**src/hdl/fetc_pkg.sv**
```systemverilog
`default_nettype none

package fetc_pkg;

  localparam int TABLE_BYTES = 65536;
  localparam int TB_AW       = $clog2(TABLE_BYTES);
  localparam int LANES       = 4;
  localparam int BANK_ROWS   = (TABLE_BYTES + LANES - 1) / LANES;
  localparam int ROW_AW      = TB_AW - 2;
  // Wide enough for four times the largest cluster number plus three, and for TABLE_BYTES.
  localparam int CALC_W      = (TB_AW + 1 > 18) ? TB_AW + 1 : 18;

  localparam logic [1:0] MODE_FAT12 = 2'd0;
  localparam logic [1:0] MODE_FAT16 = 2'd1;
  localparam logic [1:0] MODE_FAT32 = 2'd2;

  typedef enum logic [1:0] {
    CMD_READ  = 2'd0,
    CMD_WRITE = 2'd1,
    CMD_LOAD  = 2'd2,
    CMD_FETCH = 2'd3
  } cmd_t;

  typedef struct packed {
    cmd_t        cmd;
    logic [15:0] index;
    logic [27:0] value;
  } in_item_t;

  typedef struct packed {
    logic [27:0] result_value;
    logic        range_error;
  } out_item_t;

  typedef struct packed {
    cmd_t             cmd;
    logic [1:0]       mode;
    logic             odd;
    logic             err;
    logic [TB_AW-1:0] base;
    logic [27:0]      value;
  } desc_t;

  typedef struct packed {
    logic empty;
    logic full;
  } q_status_t;

endpackage

`default_nettype wire

```
**src/hdl/fetc_queue.sv**
```systemverilog
`default_nettype none

module fetc_queue (
  input  wire logic            clk,
  input  wire logic            rst_n,
  input  wire logic            push,
  input  wire fetc_pkg::desc_t push_desc,
  input  wire logic            pop,
  output fetc_pkg::desc_t      head,
  output fetc_pkg::q_status_t  status
);

  fetc_pkg::desc_t slot_r [2];
  logic            wptr_r;
  logic            rptr_r;
  logic [1:0]      cnt_r;
  logic [1:0]      cnt_nxt;

  always_comb begin
    cnt_nxt = cnt_r;
    if (push && !pop) begin
      cnt_nxt = cnt_r + 2'd1;
    end else if (pop && !push) begin
      cnt_nxt = cnt_r - 2'd1;
    end
  end

  always_ff @(posedge clk) begin
    if (!rst_n) begin
      wptr_r <= 1'b0;
      rptr_r <= 1'b0;
      cnt_r  <= 2'd0;
    end else begin
      cnt_r <= cnt_nxt;
      if (push) begin
        wptr_r <= ~wptr_r;
      end
      if (pop) begin
        rptr_r <= ~rptr_r;
      end
    end
  end

  always_ff @(posedge clk) begin
    if (push) begin
      slot_r[wptr_r] <= push_desc;
    end
  end

  assign head         = slot_r[rptr_r];
  assign status.empty = (cnt_r == 2'd0);
  assign status.full  = (cnt_r == 2'd2);

endmodule

`default_nettype wire

```
**config.mk**
```make
export PLATFORM = sky130hd
export DESIGN_NAME = fetc_queue
export DESIGN_NICKNAME = d
export VERILOG_FILES = /design/src/hdl/fetc_pkg.sv /design/src/hdl/fetc_queue.sv
export SDC_FILE = /design/constraint.sdc
export NUM_CORES = 1
export LEC_CHECK = 0
export ABC_AREA = 0
export BUFFER_PORTS_ARGS = -buffer_cell sky130_fd_sc_hd__buf_2
export CAP_MARGIN = 40
export CORE_ASPECT_RATIO = 1.2
export CORE_MARGIN = 5
export CORE_UTILIZATION = 51
export CTS_CLUSTER_DIAMETER = 120
export DETAILED_ROUTE_END_ITERATION = 12
export MAX_ROUTING_LAYER = met4
export PLACE_DENSITY_LB_ADDON = 0.05
export SLEW_MARGIN = 20
export SYNTH_ARGS = -nofsm -noshare
export SYNTH_HDL_FRONTEND = slang
export SYNTH_SLANG_ARGS = --single-unit
```
**constraint.sdc**
```tcl
create_clock -name clk -period 3.54 [get_ports clk]
set_input_delay 0.354 -clock clk [delete_from_list [all_inputs] [get_ports clk]]
set_output_delay 0.354 -clock clk [all_outputs]
set_load 0.01 [all_outputs]
```
; Word-level counts from Yosys, hierarchy flattened
; Memories as Yosys holds them, arrays and structs flattened. A register that Yosys moved wholly into a read port is not among the register bits.
; Index checks and enable logic that the tools add are counted.
[op_classes]
reduce_logical = 6
muxes = 6
eq_ne = 1
n_addsub = 2
n_bitwise = 2
[ops]
columns = cell, n
row1 = $mux W1, 4
row2 = $mux W2, 2
row3 = $add A2 B1 Y2 const B, 1
row4 = $eq A2 B2 Y1 const B, 1
row5 = $logic_and A1 B1 Y1, 2
row6 = $logic_not A1 Y1, 2
row7 = $logic_not A2 Y1, 1
row8 = $not A1 Y1, 2
row9 = $reduce_bool A2 Y1, 1
row10 = $sub A2 B1 Y2 const B, 1
[totals]
word_cells = 21
reg_bits = 4
memories = 1
ram_bits = 100
out_inout_bits = 52
inputBits = 54
[memory_table]
columns = memory, depth, width, rd, rd_ports_with_merged_regs, write_ports, line
row1 = slot_r, 2, 50, 1, 1, 1, fetc_queue.sv:13  ; fetc_pkg::desc_t slot_r [2];

; Depth between registers and ports, before layout
[depth]
ltp_word = 4
depth_mapped = 5
ltp_nobuf = 5

; Worst setup path before layout
; No wires, ideal clock.
[synth_path]
path_kind = input port to flip-flop
from = in push
to = mem slot_r[0][0] (netlist name), enable pin
path_buffers = 0
setup_ns = 0.465
path_stages = 1
setup_slack_ns = 0.474
arrival_ns = 2.601
required_time_ns = 3.075
path_cell_list = nor2b_1
[synth_via]
elab_chain_len = 2
[synth_rtl]
columns = item, line
row1 = from (decl), fetc_queue.sv:6  ; input wire logic push,
row2 = $mux W1, fetc_queue.sv:45  ; if (push) begin
row3 = $mux W1 (not written as such), fetc_queue.sv:46  ; slot_r[wptr_r] <= push_desc;
row4 = to (decl), fetc_queue.sv:13
; No other way between the ends.

==> summary.txt <==
Status
  • Outcome: finished clean

Cells and area
  • Area delta synth->final: 22.0%
  • Share of cells above drive strength 1: 0.591
  • Post-layout util: 0.640
  • Ant diodes: 0
  • Nets: 348
  • Most common cell after layout, fill and taps aside: buf_2
  • Most frequent cells in the layout: 105 x buf_2, 100 x edfxtp_1, 47 x mux2_2, 9 x clkbuf_8

Clock network
  • CTS sink count: 105
  • Post-cts sizing count: 0
  • TritonCTS Buffers: 9
  • Reg clk slew, reported paths: 0.10 ns
  • Max Root-Sink Buffers: 2
  • CTS tree: done
  • # H-tree levels: 3
  • Post-CTS setup buffer count: 0
  • CTS root buffer: clkbuf_8
  • CTS Hold Bufs: 0
  • Worst-skew pair later-pin latency: 0.35 ns

Critical path
  • Max incr delay on CP: 0.64 ns
  • CP Cell Sequence: buf_4, mux2_1, buf_2
  • Critical path type: reg2out
  • Worst Path Max Fanout: 19
  • CP Capture Type: primary output
  • Critical path data required time: 3.19 ns
  • Worst endpoint data arrival time: 1.87 ns
  • Slowest-stage cell, CP: dfxtp_2
  • CP Launch Type: flop

Timing
  • Fin crit share: 0.628
  • Final hold vios: 0
  • Slew @ Worst Pin: 0.740 ns
  • Fmax: 0.450 GHz
  • RSZ-0062 raised after global routing: no
  • Setup TNS: 0 ns
  • Setup violations, final: 0
  • Setup WS post-layout: 1.32 ns
  • Max transition margin: 0.506
  • Tmin final: 2.22 ns
  • Layout Skew: 0.00665 ns
  • Pins Over Slew Limit: 0

Hold path
  • Min-Delay Path Class: in2reg

Drt
  • Antenna Nets Post-Route: 0
  • DR vias: 1922
  • DRT Pass-1 Iters: 6
  • DRC: 0
  • WL per Instance: 17.2 µm
  • Final wirelength: 6690 µm
  • Routed vias/inst: 4.95
  • DRT iter0 DRCs: 76

Logic synthesis
  • Mux contribution to synthesized area: 0.148
  • Adder-Cell Fraction of Synth Area: 0.00328
  • Synthesized net count: 233
  • Post-synthesis compound-gate area fraction: 0.00525
  • Synth cell types: 17
  • Mapped Area: 0.00381 mm²
  • Syn avg cell area: 21.4 µm²
  • FF+latch count, synth: 105
  • Top cells by area, synth: edfxtp_1 79%, mux2_2 14%, dfxtp_1 2.6%, mux2_1 0.89%, buf_2 0.79%
  • Synth Warn #: 0
  • Simple-gate share of the synthesized area: 0.0148
  • Seq/Total Area, Yosys: 0.813
  • Main combinational cell family by area after synthesis: multiplexers
  • Yosys top cell by area: edfxtp_1
  • Post-synthesis xor/xnor area fraction: 0.00689
  • Cells after synthesis: 178
  • Share of the synthesized area in the top cell type: 0.787

Floorplan
  • Core box area: 0.00727 mm²
  • Die Area: 0.00932 mm²
  • Die height: 105 µm
  • Chip Width: 89.0 µm
  • Io pins: 106
  • Cell Rows: 34
  • Starting Density: 0.524

Global routing
  • GRT overflow: 0
  • Vias in the first global route: 2136
  • Global-route wire length before repair: 10300 µm
  • Largest net degree at the start of global routing: 29
  • GRT Overall Usage: 0.152
  • Initial antenna violation count: 0

Placement
  • Post-DP HPWL: 4550 µm
  • GPL Wtd Cong: 0.690
  • Post-Place Setup Slack: 1.66 ns
  • Port Buffers: 105

Flow run
  • Maxcap violations: 0

Power
  • Static leakage: 0.00176 µW
  • Cell Pwr Density: 511 mW/mm²
  • Maximum vdd drop: 0.258 mV
## kinds of logic after synthesis
family	count (synthesis)
and+or+nand+nor	9
xor gates and xnor gates	3
AOI/OAI and AO/OA	3
buffers and inverters	7
adders and majority gates	1
muxes	50
DFF	105
## stage by stage
stage | instances | cell area, µm² | hold WS (ns) | power, µW
final | 388 | 4650 | 0.180 | 2380
after global routing | 388 | 4650 | 0.159 | 2490
after CTS | 388 | 4650 | 0.162 | 2400
after detailed placement | 372 | 4480 | 0.506 | 1770
after global placement | 372 | 4480 | 0.488 | 1760
after floorplan | 178 | 3810 | 0.453 | 1640
## worst paths after layout
kind / slack (ns) / end / depth (start not counted) / start
worst max-delay path: 1.32 / head[3] / 3 / flop
worst min-delay path: 0.18 / slot_r[1][31] / 1 / push_desc[31]
worst max register to register: 1.85 / slot_r[1][8] / 2 / wptr_r
worst min register to register: 0.51 / cnt_r[1] / 2 / cnt_r[1]
## flip-flops by register name (all words and copies together) (netlist names), named ones only
name and count:
slot_r 100, cnt_r 2, rptr_r 1, wptr_r 1
## metal layers
metal  global-route usage  part of all wire
met1                0.178              0.41
met2                0.251              0.52
met4               0.0543             0.013
met5                    -                 0
met3               0.0386             0.061
## cell usage after synthesis, drive strengths merged
library cell and n:
and2 4, xor2 2, and2b 1, dfxtp 5
edfxtp 100, nor2 1, mux2 50, inv 1
or3 1, buf 6, o21ai 1, ha 1
xnor2 1, nor2b 2, a21boi 1, o21a 1
## power by group
part           internal [µW]  switching, µW  total [µW]
clock network            255            391         646
registers               1430           25.0        1460
logic                    138            136         274
## critical path: cells and delay by family, from the launching register on
kind	cells	cell delay, ns
DFF	1	0.64
buffers and inverters	2	0.50
muxes	1	0.37
## layout make-up
| class | instances | area [µm²] |
|---|---|---|
| clock inverters | 7 | 46.3 |
| repair buffers | 110 | 576 |
| well taps | 90 | 113 |
| inverters | 1 | 3.75 |
| multi-input cells | 66 | 687 |
| fillers | 573 | 2620 |
| flip-flops and latches | 105 | 3100 |
| clock buffers | 9 | 124 |
(Power assumes the default switching activity.)
