[config.mk]
export PLATFORM = sky130hd
export DESIGN_NAME = fetc_front
export DESIGN_NICKNAME = d
export VERILOG_FILES = /design/src/hdl/fetc_pkg.sv /design/src/hdl/fetc_front.sv
export SDC_FILE = /design/constraint.sdc
export NUM_CORES = 1
export LEC_CHECK = 0
export CORE_ASPECT_RATIO = 0.75
export CORE_MARGIN = 2
export CORE_UTILIZATION = 59
export DETAILED_ROUTE_END_ITERATION = 8
export DONT_BUFFER_PORTS = 1
export PLACE_DENSITY = 0.76
export SYNTH_ARGS = -nofsm -noshare
export SYNTH_HDL_FRONTEND = slang
export SYNTH_SLANG_ARGS = --single-unit
[constraint.sdc]
create_clock -name clk -period 9.94 [get_ports clk]
set_input_delay 2.982 -clock clk [delete_from_list [all_inputs] [get_ports clk]]
set_output_delay 2.982 -clock clk [all_outputs]
set_load 0.05 [all_outputs]
[src/hdl/fetc_pkg.sv]
`default_nettype none

package fetc_pkg;

  localparam int TABLE_BYTES = 65536;
  localparam int TB_AW       = $clog2(TABLE_BYTES);
  localparam int LANES       = 4;
  localparam int BANK_ROWS   = (TABLE_BYTES + LANES - 1) / LANES;
  localparam int ROW_AW      = TB_AW - 2;
  // Wide enough for four times the largest cluster number plus three, and for TABLE_BYTES.
  localparam int CALC_W      = (TB_AW + 1 > 18) ? TB_AW + 1 : 18;

  localparam logic [1:0] MODE_FAT12 = 2'd0;
  localparam logic [1:0] MODE_FAT16 = 2'd1;
  localparam logic [1:0] MODE_FAT32 = 2'd2;

  typedef enum logic [1:0] {
    CMD_READ  = 2'd0,
    CMD_WRITE = 2'd1,
    CMD_LOAD  = 2'd2,
    CMD_FETCH = 2'd3
  } cmd_t;

  typedef struct packed {
    cmd_t        cmd;
    logic [15:0] index;
    logic [27:0] value;
  } in_item_t;

  typedef struct packed {
    logic [27:0] result_value;
    logic        range_error;
  } out_item_t;

  typedef struct packed {
    cmd_t             cmd;
    logic [1:0]       mode;
    logic             odd;
    logic             err;
    logic [TB_AW-1:0] base;
    logic [27:0]      value;
  } desc_t;

  typedef struct packed {
    logic empty;
    logic full;
  } q_status_t;

endpackage

`default_nettype wire

[src/hdl/fetc_front.sv]
`default_nettype none

module fetc_front (
  input  wire logic               clk,
  input  wire logic               rst_n,
  input  wire logic               cfg_we,
  input  wire logic [1:0]         cfg_wdata,
  input  wire fetc_pkg::in_item_t item,
  output fetc_pkg::desc_t         desc
);

  logic [1:0]                  fat_mode_r;
  logic [1:0]                  mode;
  logic [fetc_pkg::CALC_W-1:0] idx_c;
  logic [fetc_pkg::CALC_W-1:0] half_c;
  logic [fetc_pkg::CALC_W-1:0] base;
  logic [fetc_pkg::CALC_W-1:0] last;

  always_ff @(posedge clk) begin
    if (!rst_n) begin
      fat_mode_r <= fetc_pkg::MODE_FAT12;
    end else if (cfg_we) begin
      fat_mode_r <= cfg_wdata;
    end
  end

  // Mode three packs like FAT12.
  assign mode = (fat_mode_r == fetc_pkg::MODE_FAT16 || fat_mode_r == fetc_pkg::MODE_FAT32)
              ? fat_mode_r : fetc_pkg::MODE_FAT12;

  assign idx_c  = fetc_pkg::CALC_W'(item.index);
  assign half_c = fetc_pkg::CALC_W'(item.index[15:1]);

  always_comb begin
    if (item.cmd == fetc_pkg::CMD_LOAD || item.cmd == fetc_pkg::CMD_FETCH) begin
      base = idx_c;
      last = idx_c;
    end else if (mode == fetc_pkg::MODE_FAT32) begin
      base = idx_c << 2;
      last = (idx_c << 2) + fetc_pkg::CALC_W'(3);
    end else if (mode == fetc_pkg::MODE_FAT16) begin
      base = idx_c << 1;
      last = (idx_c << 1) + fetc_pkg::CALC_W'(1);
    end else begin
      base = half_c + (half_c << 1);
      last = half_c + (half_c << 1) + (item.index[0] ? fetc_pkg::CALC_W'(2)
                                                      : fetc_pkg::CALC_W'(1));
    end
  end

  always_comb begin
    desc.cmd   = item.cmd;
    desc.mode  = mode;
    desc.odd   = item.index[0];
    desc.err   = (last >= fetc_pkg::CALC_W'(fetc_pkg::TABLE_BYTES));
    desc.base  = base[fetc_pkg::TB_AW-1:0];
    desc.value = item.value;
  end

endmodule

`default_nettype wire

==> Yosys cells after proc, flatten, opt, wreduce, memory -nomap -nowiden <==
Index checks and enable logic that the tools add are counted.
W data, S select, Z words.
{ "op_classes": {"n_lt_le_gt_ge": 1, "n_mux": 8, "add_sub_neg": 4, "eq_ne": 6, "n_reduce_logical": 2} }
{ "ops": {"columns": ["operator", "n"], "rows": [
  ["$mux W18", 3],
  ["$mux W16", 3],
  ["$add A17 B1 Y18 const B", 1],
  ["$add A17 B2 Y18", 1],
  ["$add A18 B2 Y18 const B", 1],
  ["$ge A18 B17 Y1 const B", 1],
  ["$add A15 B16 Y17", 1],
  ["$eq A2 B2 Y1 const B", 4],
  ["$eq A2 B1 Y1 const B", 2],
  ["$mux W2", 2],
  ["$logic_or A1 B1 Y1", 2]
]} }
{ "totals": {"out_inout_bits": 50, "elab_cells": 22, "in_bits": 51, "register_bits": 2} }

==> Longest topological paths before layout <==
{ "depth": {"depth_word": 8, "ltp_mapped": 9, "ltp_nobuf": 9} }

==> Least setup slack after synthesis <==
No wires, ideal clock.
{ "synth_timing": {"kind": "input port to output port", "start": "input port item[29] in the netlist's numbering", "end": "output port desc[37] in the netlist's numbering", "required_time_ns": 6.958, "path_stages": 9, "t_arrival_ns": 5.634, "path_buffers": 0, "path_slack_ns": 1.324, "cell_sequence": "ha_1 fa_1 a211oi_1 o21a_1 o21a_1 o31ai_1 o21ai_0 mux2i_1 o21ai_0"} }
{ "synth_rtl": {"columns": ["element", "line", "rtl"], "rows": [
  ["start, declared", "fetc_front.sv:8", "input wire fetc_pkg::in_item_t item,"],
  ["end, declared", "fetc_front.sv:9", "output fetc_pkg::desc_t desc"]
]} }

==> results.md <==
* Cts hold-fix bufs at 0
* Mapped Nets at around 320
* Post CTS Setup Buffer Count at 0
* Seq cells post-synth at 2
* Share of cells above drive strength 1 at 7.37%
* H-tree levels at 1
* Num CTS Buffers at 3
* Placed wire-length estimate at ~3.0 mm
* Final setup fails at 0
* Max layer used: met4
* Metal2 WL at approximately 1.7 mm
* Antenna diode count at 0
* Vias in the first global route at 1426
* Met3 WL at 282 microns
* CTS tree: yes
* Largest net degree at the start of global routing at 45
* Io pins at 101
* Pre-antenna DRT Iters at 5
* EDFF count, synth at 0
* Worst Tran Pin Value at 1.15 ns
* Max reg flops at 2
* Critical Path End Type: primary output
* RSZ-0062 raised after global routing: false
* Register area share after synthesis at roughly 2.3%
* Initial Util at a little under two thirds
* Core area at between 2000 and 3000 sq um
* Wire per inst at 15.6 microns
* WL met1 at between 2 and 2.5 mm
* Area Overhead vs Synth at -8.19%
* RePlAce Congestion at approximately 0.9
* Layout Skew at 0 ns
* Main synth FF type: dfxtp_1
* Remaining DRCs at 0
* VDD IR-drop max at between 0.05 and 0.06 mV
* # port buffers at 0
* Drt total wl at roughly 3.9 mm
* Nets at roughly 290
* Die extent in y at 50.9 microns
* Tot Pwr at roughly 170 uW
* Clock period minus worst slack at ~8.7 ns
* P_leak at roughly 0.67 nW
* Final Max Slew Viols at 0
* DR vias at between 1500 and 2000
* Power per standard cell area at 106 nW/um^2
* Root buffer cell: clkbuf_8
* Hold slack at 0.785 ns
* Worst Path Max Fanout at 4
* Final Core Density at 58.7%
* Clk_lat worst skew at around 0.20 ns
* Final antenna-violating net count at 0
* All-Layer GR Usage at around a quarter
* PostCTS Resize Cnt at 0
* Clock buffer depth at 2
* Die ar. at ~3400 sq um
* Worst EP required at between 6 and 7 ns
* Ys async rst share at 0%
* Unique masters post-synth at 48
* Largest regs: fat_mode_r x2
* DIE WIDTH at approximately 66 microns
* Avg Inst Size Synth at about 6.9 sq um
* Global-route wire length before repair at ~6.6 mm
* Largest Register: fat_mode_r
* HP Class: register to register
* Synth Cell Area at approximately 1700 sq um
* Site Rows at 16
* Slew headroom at 23.1%
* Iter 0 DRT Violations at between 150 and 200
* Yosys Warn Count at 0
* Worst-path clk slew at approximately 0.03 ns
* Grt ovf at 0
* Setup TNS at 0 ns
* Startpoint Class: input pin
* Tcrit/Tclk final at between 80% and 90%
* Final hold violations at 0
* Clock Sink Count at 2
* Post-Synthesis Cells at approximately 250
* Max-cap violation count at 0
* Outcome: completed
* Initial antenna violation count at 0
* Via density at 6.69
* Max Clk Rate at 115 MHz
* Critical Setup Path Class: input pin to primary output
* Worst EP arrival at about 5.7 ns
## report_power, final
group / leakage [nW] / internal (mW) / switching, mW
combinational: 0.633 / 0.0412 / 0.0868
sequential: 0.0165 / 0.00858 / 0.000138
clock: 0.0216 / 0.0256 / 0.00579
total: 0.671 / 0.0754 / 0.0927
## critical path, cell delays in order
cell,delay (ns)
ha_1,0.22
fa_1,0.43
a21o_1,0.19
a21oi_1,0.17
xor2_1,0.11
or4_1,0.52
or3_1,0.34
nor4_2,0.24
a31o_1,0.51
## layer usage
metal,vias to the layer above,GRT usage [%]
met5,-,0
met4,0,3.74
met3,2,3.30
met2,70,36.3
li1,844,-
met1,776,36.4
## stage by stage
step / std cells / worst slack (ns) / instance area (sq um)
finish: 253 / 1.24 / 1590
global route: 253 / 1.05 / 1590
CTS: 253 / 1.25 / 1590
detailed placement: 250 / 1.26 / 1540
global placement: 250 / 1.34 / 1540
floorplan: 251 / 1.32 / 1730
## cell type report
class / count / area, sq um
tap: 36 / 45.0
multi-input combinational: 197 / 1380
fill: 245 / 1120
timing repair buffer: 6 / 45.0
inverter: 9 / 33.8
sequential: 2 / 40.0
clock buffer: 3 / 41.3
## path summary, 6_finish.rpt
path / start / endpoint / slack (ns) / cells past startpoint
worst max-delay path: item[29] / desc[44] / 1.24 / 9
worst max register to register: fat_mode_r[0] / fat_mode_r[0] / 8.96 / 3
worst min-delay path: fat_mode_r[1] / fat_mode_r[1] / 0.78 / 3
worst min register to register: fat_mode_r[1] / fat_mode_r[1] / 0.78 / 3
## placed cells by master, fill, tap and decap left out, drive strengths merged, types with 4 or more instances in the layout
cell    count
o211ai      6
o21ai      20
mux2i       9
nor2b       6
a21oi      19
buf         6
o21a        4
a21o        9
nand2      25
o31ai       4
xor2        7
inv         9
a211oi     12
nor2       18
ha         16
## Yosys cell counts (3+ instances only)
| cell | n | area share [%] |
|---|---|---|
| a211oi_1 | 12 | 5.2 |
| nor3_1 | 3 | 0.87 |
| mux2i_1 | 9 | 5.2 |
| a21o_1 | 9 | 3.9 |
| o211ai_1 | 5 | 2.2 |
| or4_1 | 3 | 1.3 |
| o21ai_0 | 20 | 5.8 |
| nor2b_1 | 5 | 1.8 |
| o211a_1 | 3 | 1.7 |
| a21oi_1 | 19 | 5.5 |
| o21a_1 | 4 | 1.7 |
| ha_1 | 16 | 12 |
| o31ai_1 | 4 | 1.7 |
| buf_1 | 3 | 0.65 |
| buf_4 | 31 | 13 |
| nand2_1 | 25 | 5.4 |
| inv_1 | 9 | 2.0 |
| nor2_1 | 18 | 3.9 |
| xor2_1 | 7 | 3.6 |
| xnor2_1 | 3 | 1.5 |
| clkbuf_1 | 7 | 1.5 |
## logic make-up (layout without fill, tap and decap cells)
kind of cell / Yosys count / after routing / synth area share, %
muxes: 10 / 10 / 5.87
and+or+nand+nor: 66 / 66 / 18.5
xor gates and xnor gates: 10 / 10 / 5.07
adders and majority gates: 17 / 17 / 12.8
AOI/OAI and AO/OA: 94 / 94 / 37.3
DFF: 2 / 2 / 2.32
buffers and inverters: 52 / 18 / 18.2
(Power assumes the default switching activity.)
